### src/sv/qrt_pkg.sv
// Shared types, constants and rounding helpers for the quaternion rigid transform.
`timescale 1ns / 1ps

package qrt_pkg;

    localparam int WordW = 32;
    localparam int QFrac = 30;
    // accumulator holds the exact sum of up to four 65-bit products
    localparam int AccW  = 68;
    // width of the clipped intermediate rotation vector
    localparam int RW    = 33;
    localparam int IdxW  = 3;

    typedef logic signed [WordW-1:0] t_word;
    typedef logic signed [AccW-1:0]  t_acc;
    typedef logic signed [RW-1:0]    t_rcoord;
    typedef logic [IdxW-1:0]         t_reg_idx;

    typedef struct packed {
        t_word w;
        t_word x;
        t_word y;
        t_word z;
    } t_quat;

    typedef struct packed {
        t_word x;
        t_word y;
        t_word z;
    } t_vec;

    typedef struct packed {
        t_rcoord x;
        t_rcoord y;
        t_rcoord z;
    } t_rvec;

    typedef struct packed {
        logic valid;
        logic op;
    } t_ctl;

    localparam logic OP_POINT   = 1'b0;
    localparam logic OP_COMPOSE = 1'b1;

    localparam t_reg_idx REG_ROT_W   = 3'd0;
    localparam t_reg_idx REG_ROT_X   = 3'd1;
    localparam t_reg_idx REG_ROT_Y   = 3'd2;
    localparam t_reg_idx REG_ROT_Z   = 3'd3;
    localparam t_reg_idx REG_SHIFT_X = 3'd4;
    localparam t_reg_idx REG_SHIFT_Y = 3'd5;
    localparam t_reg_idx REG_SHIFT_Z = 3'd6;

    localparam t_word ROT_W_RESET = 32'sh4000_0000;

    localparam t_acc R_LIM_HI   = t_acc'(64'sh0000_0000_FFFF_FFFF);
    localparam t_acc R_LIM_LO   = -R_LIM_HI;
    localparam t_acc W32_LIM_HI = t_acc'(64'sh0000_0000_7FFF_FFFF);
    localparam t_acc W32_LIM_LO = -t_acc'(64'sh0000_0000_8000_0000);
    localparam t_acc HALF_LSB   = t_acc'(64'sh0000_0000_2000_0000);

    // round half up of the exact sum, scaled down by 2^30
    function automatic t_acc round_q30(input t_acc a, input t_acc b,
                                       input t_acc c, input t_acc d);
        t_acc s;
        s = a + b + c + d + HALF_LSB;
        return s >>> QFrac;
    endfunction

    function automatic logic out_of(input t_acc x, input t_acc lo, input t_acc hi);
        return (x < lo) || (x > hi);
    endfunction

    function automatic t_acc clip(input t_acc x, input t_acc lo, input t_acc hi);
        t_acc y;
        priority if (x < lo) begin
            y = lo;
        end else if (x > hi) begin
            y = hi;
        end else begin
            y = x;
        end
        return y;
    endfunction

endpackage

### src/sv/qrt_cfg.sv
// Configuration registers: rotation quaternion and translation.
`timescale 1ns / 1ps

module qrt_cfg (
    input  logic              i_clk,
    input  logic              i_rst_n,
    input  logic              i_cfg_we,
    input  qrt_pkg::t_reg_idx i_cfg_idx,
    input  qrt_pkg::t_word    i_cfg_data,
    output qrt_pkg::t_quat    o_rot,
    output qrt_pkg::t_vec     o_shift
);

    qrt_pkg::t_quat r_rot;
    qrt_pkg::t_vec  r_shift;

    always_ff @(posedge i_clk) begin
        if (!i_rst_n) begin
            r_rot.w   <= qrt_pkg::ROT_W_RESET;
            r_rot.x   <= '0;
            r_rot.y   <= '0;
            r_rot.z   <= '0;
            r_shift   <= '0;
        end else if (i_cfg_we) begin
            unique case (i_cfg_idx)
                qrt_pkg::REG_ROT_W:   r_rot.w   <= i_cfg_data;
                qrt_pkg::REG_ROT_X:   r_rot.x   <= i_cfg_data;
                qrt_pkg::REG_ROT_Y:   r_rot.y   <= i_cfg_data;
                qrt_pkg::REG_ROT_Z:   r_rot.z   <= i_cfg_data;
                qrt_pkg::REG_SHIFT_X: r_shift.x <= i_cfg_data;
                qrt_pkg::REG_SHIFT_Y: r_shift.y <= i_cfg_data;
                qrt_pkg::REG_SHIFT_Z: r_shift.z <= i_cfg_data;
                default: ; // unmapped index, write dropped
            endcase
        end
    end

    assign o_rot   = r_rot;
    assign o_shift = r_shift;

endmodule

### config.mk
export PLATFORM = sky130hd
export DESIGN_NAME = qrt_cfg
export DESIGN_NICKNAME = d
export VERILOG_FILES = /design/src/sv/qrt_pkg.sv /design/src/sv/qrt_cfg.sv
export SDC_FILE = /design/constraint.sdc
export NUM_CORES = 1
export LEC_CHECK = 0
export ABC_AREA = 1
export BUFFER_PORTS_ARGS = -buffer_cell sky130_fd_sc_hd__buf_2
export CORE_MARGIN = 8
export CORE_UTILIZATION = 49
export CTS_CLUSTER_SIZE = 10
export DETAILED_ROUTE_END_ITERATION = 10
export MAX_ROUTING_LAYER = met4
export PLACE_DENSITY = 0.76
export SETUP_SLACK_MARGIN = 0.05
export SYNTH_ARGS = -nofsm -noshare
export SYNTH_HDL_FRONTEND = slang
export SYNTH_SLANG_ARGS = --single-unit
### constraint.sdc
create_clock -name i_clk -period 1.2 [get_ports i_clk]
set_input_delay 0.06 -clock i_clk [delete_from_list [all_inputs] [get_ports i_clk]]
set_output_delay 0.06 -clock i_clk [all_outputs]
set_load 0.1 [all_outputs]
==> metrics.cfg <==
[min_path]
hold_path_depth = 5
min_from = i_cfg_data[12]
hold_end = o_rot[76]$_SDFFE_PN0P_
hp-class = input port to flop

[finish]
final_core_util_pct = 80.9
drive_gt1_share_pct = 37.9
finalNetCount = 1556
nFillCells = 1010
synthToLayoutAreaGrowth_pct = 64.2
final_area_um2 = 14400

[synthesis]
synth.distinct_cells = 11
synth_top_family_by_area = simple AND/OR/NAND/NOR gates
synth_adder_area_share_pct = 0
synthesis.nets = 1304
synth.area.top_cells = dfxtp_1 (51%), nor2_1 (19%), nand3_1 (13%)
synth_cells = 1266
seq_area_frac_synth_pct = 51.2
synth_top_area_cell = dfxtp_1
syn-cell-area_um2 = 8760
avgSynthCellArea_um2 = 6.92
synth-xor-area-share_pct = 0
synth-seq-cells = 224
synth_compound_area_share_pct = 0
synth_warnings = 0
synth.top_cell.area_share_pct = 51.2
yosys.area_share.simple_pct = 42.5
synth.area.mux_share_pct = 0

[floorplan]
rows = 49
die_x_um = 150
dieArea_um2 = 22400
die_h_um = 150
core_um2 = 17800
start_util_pct = 49.3
ios = 262

[sta]
max_freq_mhz = 855
setup_viol = 0
timing.final.max_slew_violations = 0
worst_slew_pin_slew_ns = 0.905
period_share_pct = 97.5
timing.max_slew.rel_slack_pct = 39.6
skew_ns = 0
period_needed_ns = 1.17
report.final.hold_viol_count = 0
rsz0062_at_grt = true

[global_route]
grt.total_usage_pct = 29.7
grt_max_degree = 87
antenna_found_initial = 2
gr-total-overflow = 0
grt_pass1_wl_um = 51400
grt_pass1_vias = 9283

[place]
dpl-instance-area_um2 = 11000
numPortBuffers = 261
dp_hpwl_um = 20400
place_congestion = 0.876

[drt]
avgRoutedWirePerCell_um = 21.0
firstDrtPassIters = 8
drt-initial-drc-count = 932
vias = 9854
wirelength_um = 36700
viasPerCell = 5.63
drc_errors = 0
ant_nets = 0

[clocking]
clkSlewWorstSetupHoldPaths_ns = 0.05
cts-root-buf = clkbuf_16
clock_sinks = 224
cts_setup_buffers = 0
numCtsBuffers = 26
clk_path_buf_depth = 3
htree_levels = 1
cts_tree = done
clock_latency_ns = 0.51

[run]
drv_cap = 0

[setup_path]
cp_top_family = flip-flops
reg2reg_slack_ns = 0.45
slowest_stage = dfxtp_2
cp.arrival_ns = 1.11
r2r_end = o_shift[26]$_SDFFE_PN0P_
path_class = flop to output pin
reg2reg_from = o_shift[26]$_SDFFE_PN0P_
cp_cell_sequence = buf_8
cp_max_fo = 2
reg2reg_depth = 2
critical_path.max_stage_delay_ns = 0.37
cp-start-kind = flop
endpoint_kind = output pin
required_ns = 1.14
critPathBufInv = 1

[power_and_ir_drop]
power_leakage_nw = 6.24
powerDensity_nw_per_um2 = 1360
ir_worst_vdd_mv = 1.53

[outcome]
status = completed

-- cell usage after synthesis --
cell,count
buf_1,25
clkbuf_1,12
nor2_4,2
inv_1,35
buf_2,54
dfxtp_1,224
inv_2,3
nand2_1,232
nor2_2,1
nor2_1,454
nand3_1,224
-- worst register-to-register path, cell delays in order, from the launching register on --
cell,delay (ns)
dfxtp_4,0.37
nor2_1,0.05
nor2_1,0.22
-- worst max path at each step --
| stage | start | to | slack, ns | depth (start not counted) |
|---|---|---|---|---|
| 2_1_floorplan | i_cfg_we | o_rot[126]$_SDFFE_PN1P_ | 0.27 | 7 |
| 3_3_place_gp | i_cfg_idx[2] | o_rot[93]$_SDFFE_PN0P_ | -0.08 | 6 |
| 3_5_place_dp | i_cfg_idx[2] | o_rot[89]$_SDFFE_PN0P_ | -0.14 | 6 |
| 4_1_cts | o_rot[55]$_SDFFE_PN0P_ | o_rot[55] | 0.02 | 1 |
| 5_1_grt | o_rot[66]$_SDFFE_PN0P_ | o_rot[66] | 0.01 | 1 |
| 6_report | o_rot[72]$_SDFFE_PN0P_ | o_rot[72] | 0.03 | 1 |
-- cells by family (layout without fill, tap and decap cells) --
kind of cell	after synthesis	in the layout
flip-flops	224	224
AND/OR/NAND/NOR	913	913
buffers and inverters	129	383
other	0	2
-- through the flow --
stage               TNS (ns)  hold slack [ns]  total power [W]  std cells  setup WS (ns)
finish                     0           0.0191           0.0195       1751         0.0305
global route               0           0.0225           0.0200       1751         0.0131
CTS                        0         0.000123           0.0192       1749         0.0169
detailed placement     -3.97            0.330           0.0117       1714         -0.136
global placement       -2.19            0.329           0.0117       1714        -0.0760
floorplan                  0            0.173           0.0109       1266          0.269
-- layout by cell type, fill, tap and decap left out --
master and n:
buf_2 36, nand3_1 224, dlygate4sd3_1 5, clkbuf_16 27, inv_1 35, buf_4 24
clkbuf_1 2, nor2_4 7, bufinv_16 1, clkinv_2 1, buf_6 17, dfxtp_4 14
dfxtp_2 210, nand2_1 232, diode_2 2, nor2_2 4, inv_2 2, nor2_1 446
buf_8 119, buf_12 114
-- state kept, by name, indices dropped and copies added (netlist names) --
signal	flops
o_rot	128
o_shift	96
-- power by group --
| group | internal (W) | switching, W |
|---|---|---|
| combinational | 0.00132 | 0.00309 |
| clock | 0.00416 | 0.00290 |
| sequential | 0.00774 | 0.000289 |
| total | 0.0132 | 0.00628 |
-- cell type report --
class	count	area [um^2]	area share, %
flip-flops and latches	224	4800	33.4
inverters	38	144	1.00
diodes	2	5.00	0.0348
clock buffers	29	683	4.75
well taps	229	287	1.99
repair buffers	315	4670	32.5
clock inverters	1	30.0	0.209
multi-input cells	913	3770	26.2
-- what timing repair did --
action / 4_1_cts / 5_1_grt
endpoints found under the setup margin: 224 / 171
hold buffers: 5 / 0
gates resized for setup: 557 / 199
endpoints found under the hold margin: 57 / 0
-- routing by layer --
layer	routed length, um	vias to the layer above	track usage (%)
met5	0	-	-
met1	13100	4594	33.8
met2	18000	670	48.9
met3	3570	161	6.32
li1	-	4429	-
met4	2050	0	14.8
No activity file was read; power rests on OpenSTA's default activity.
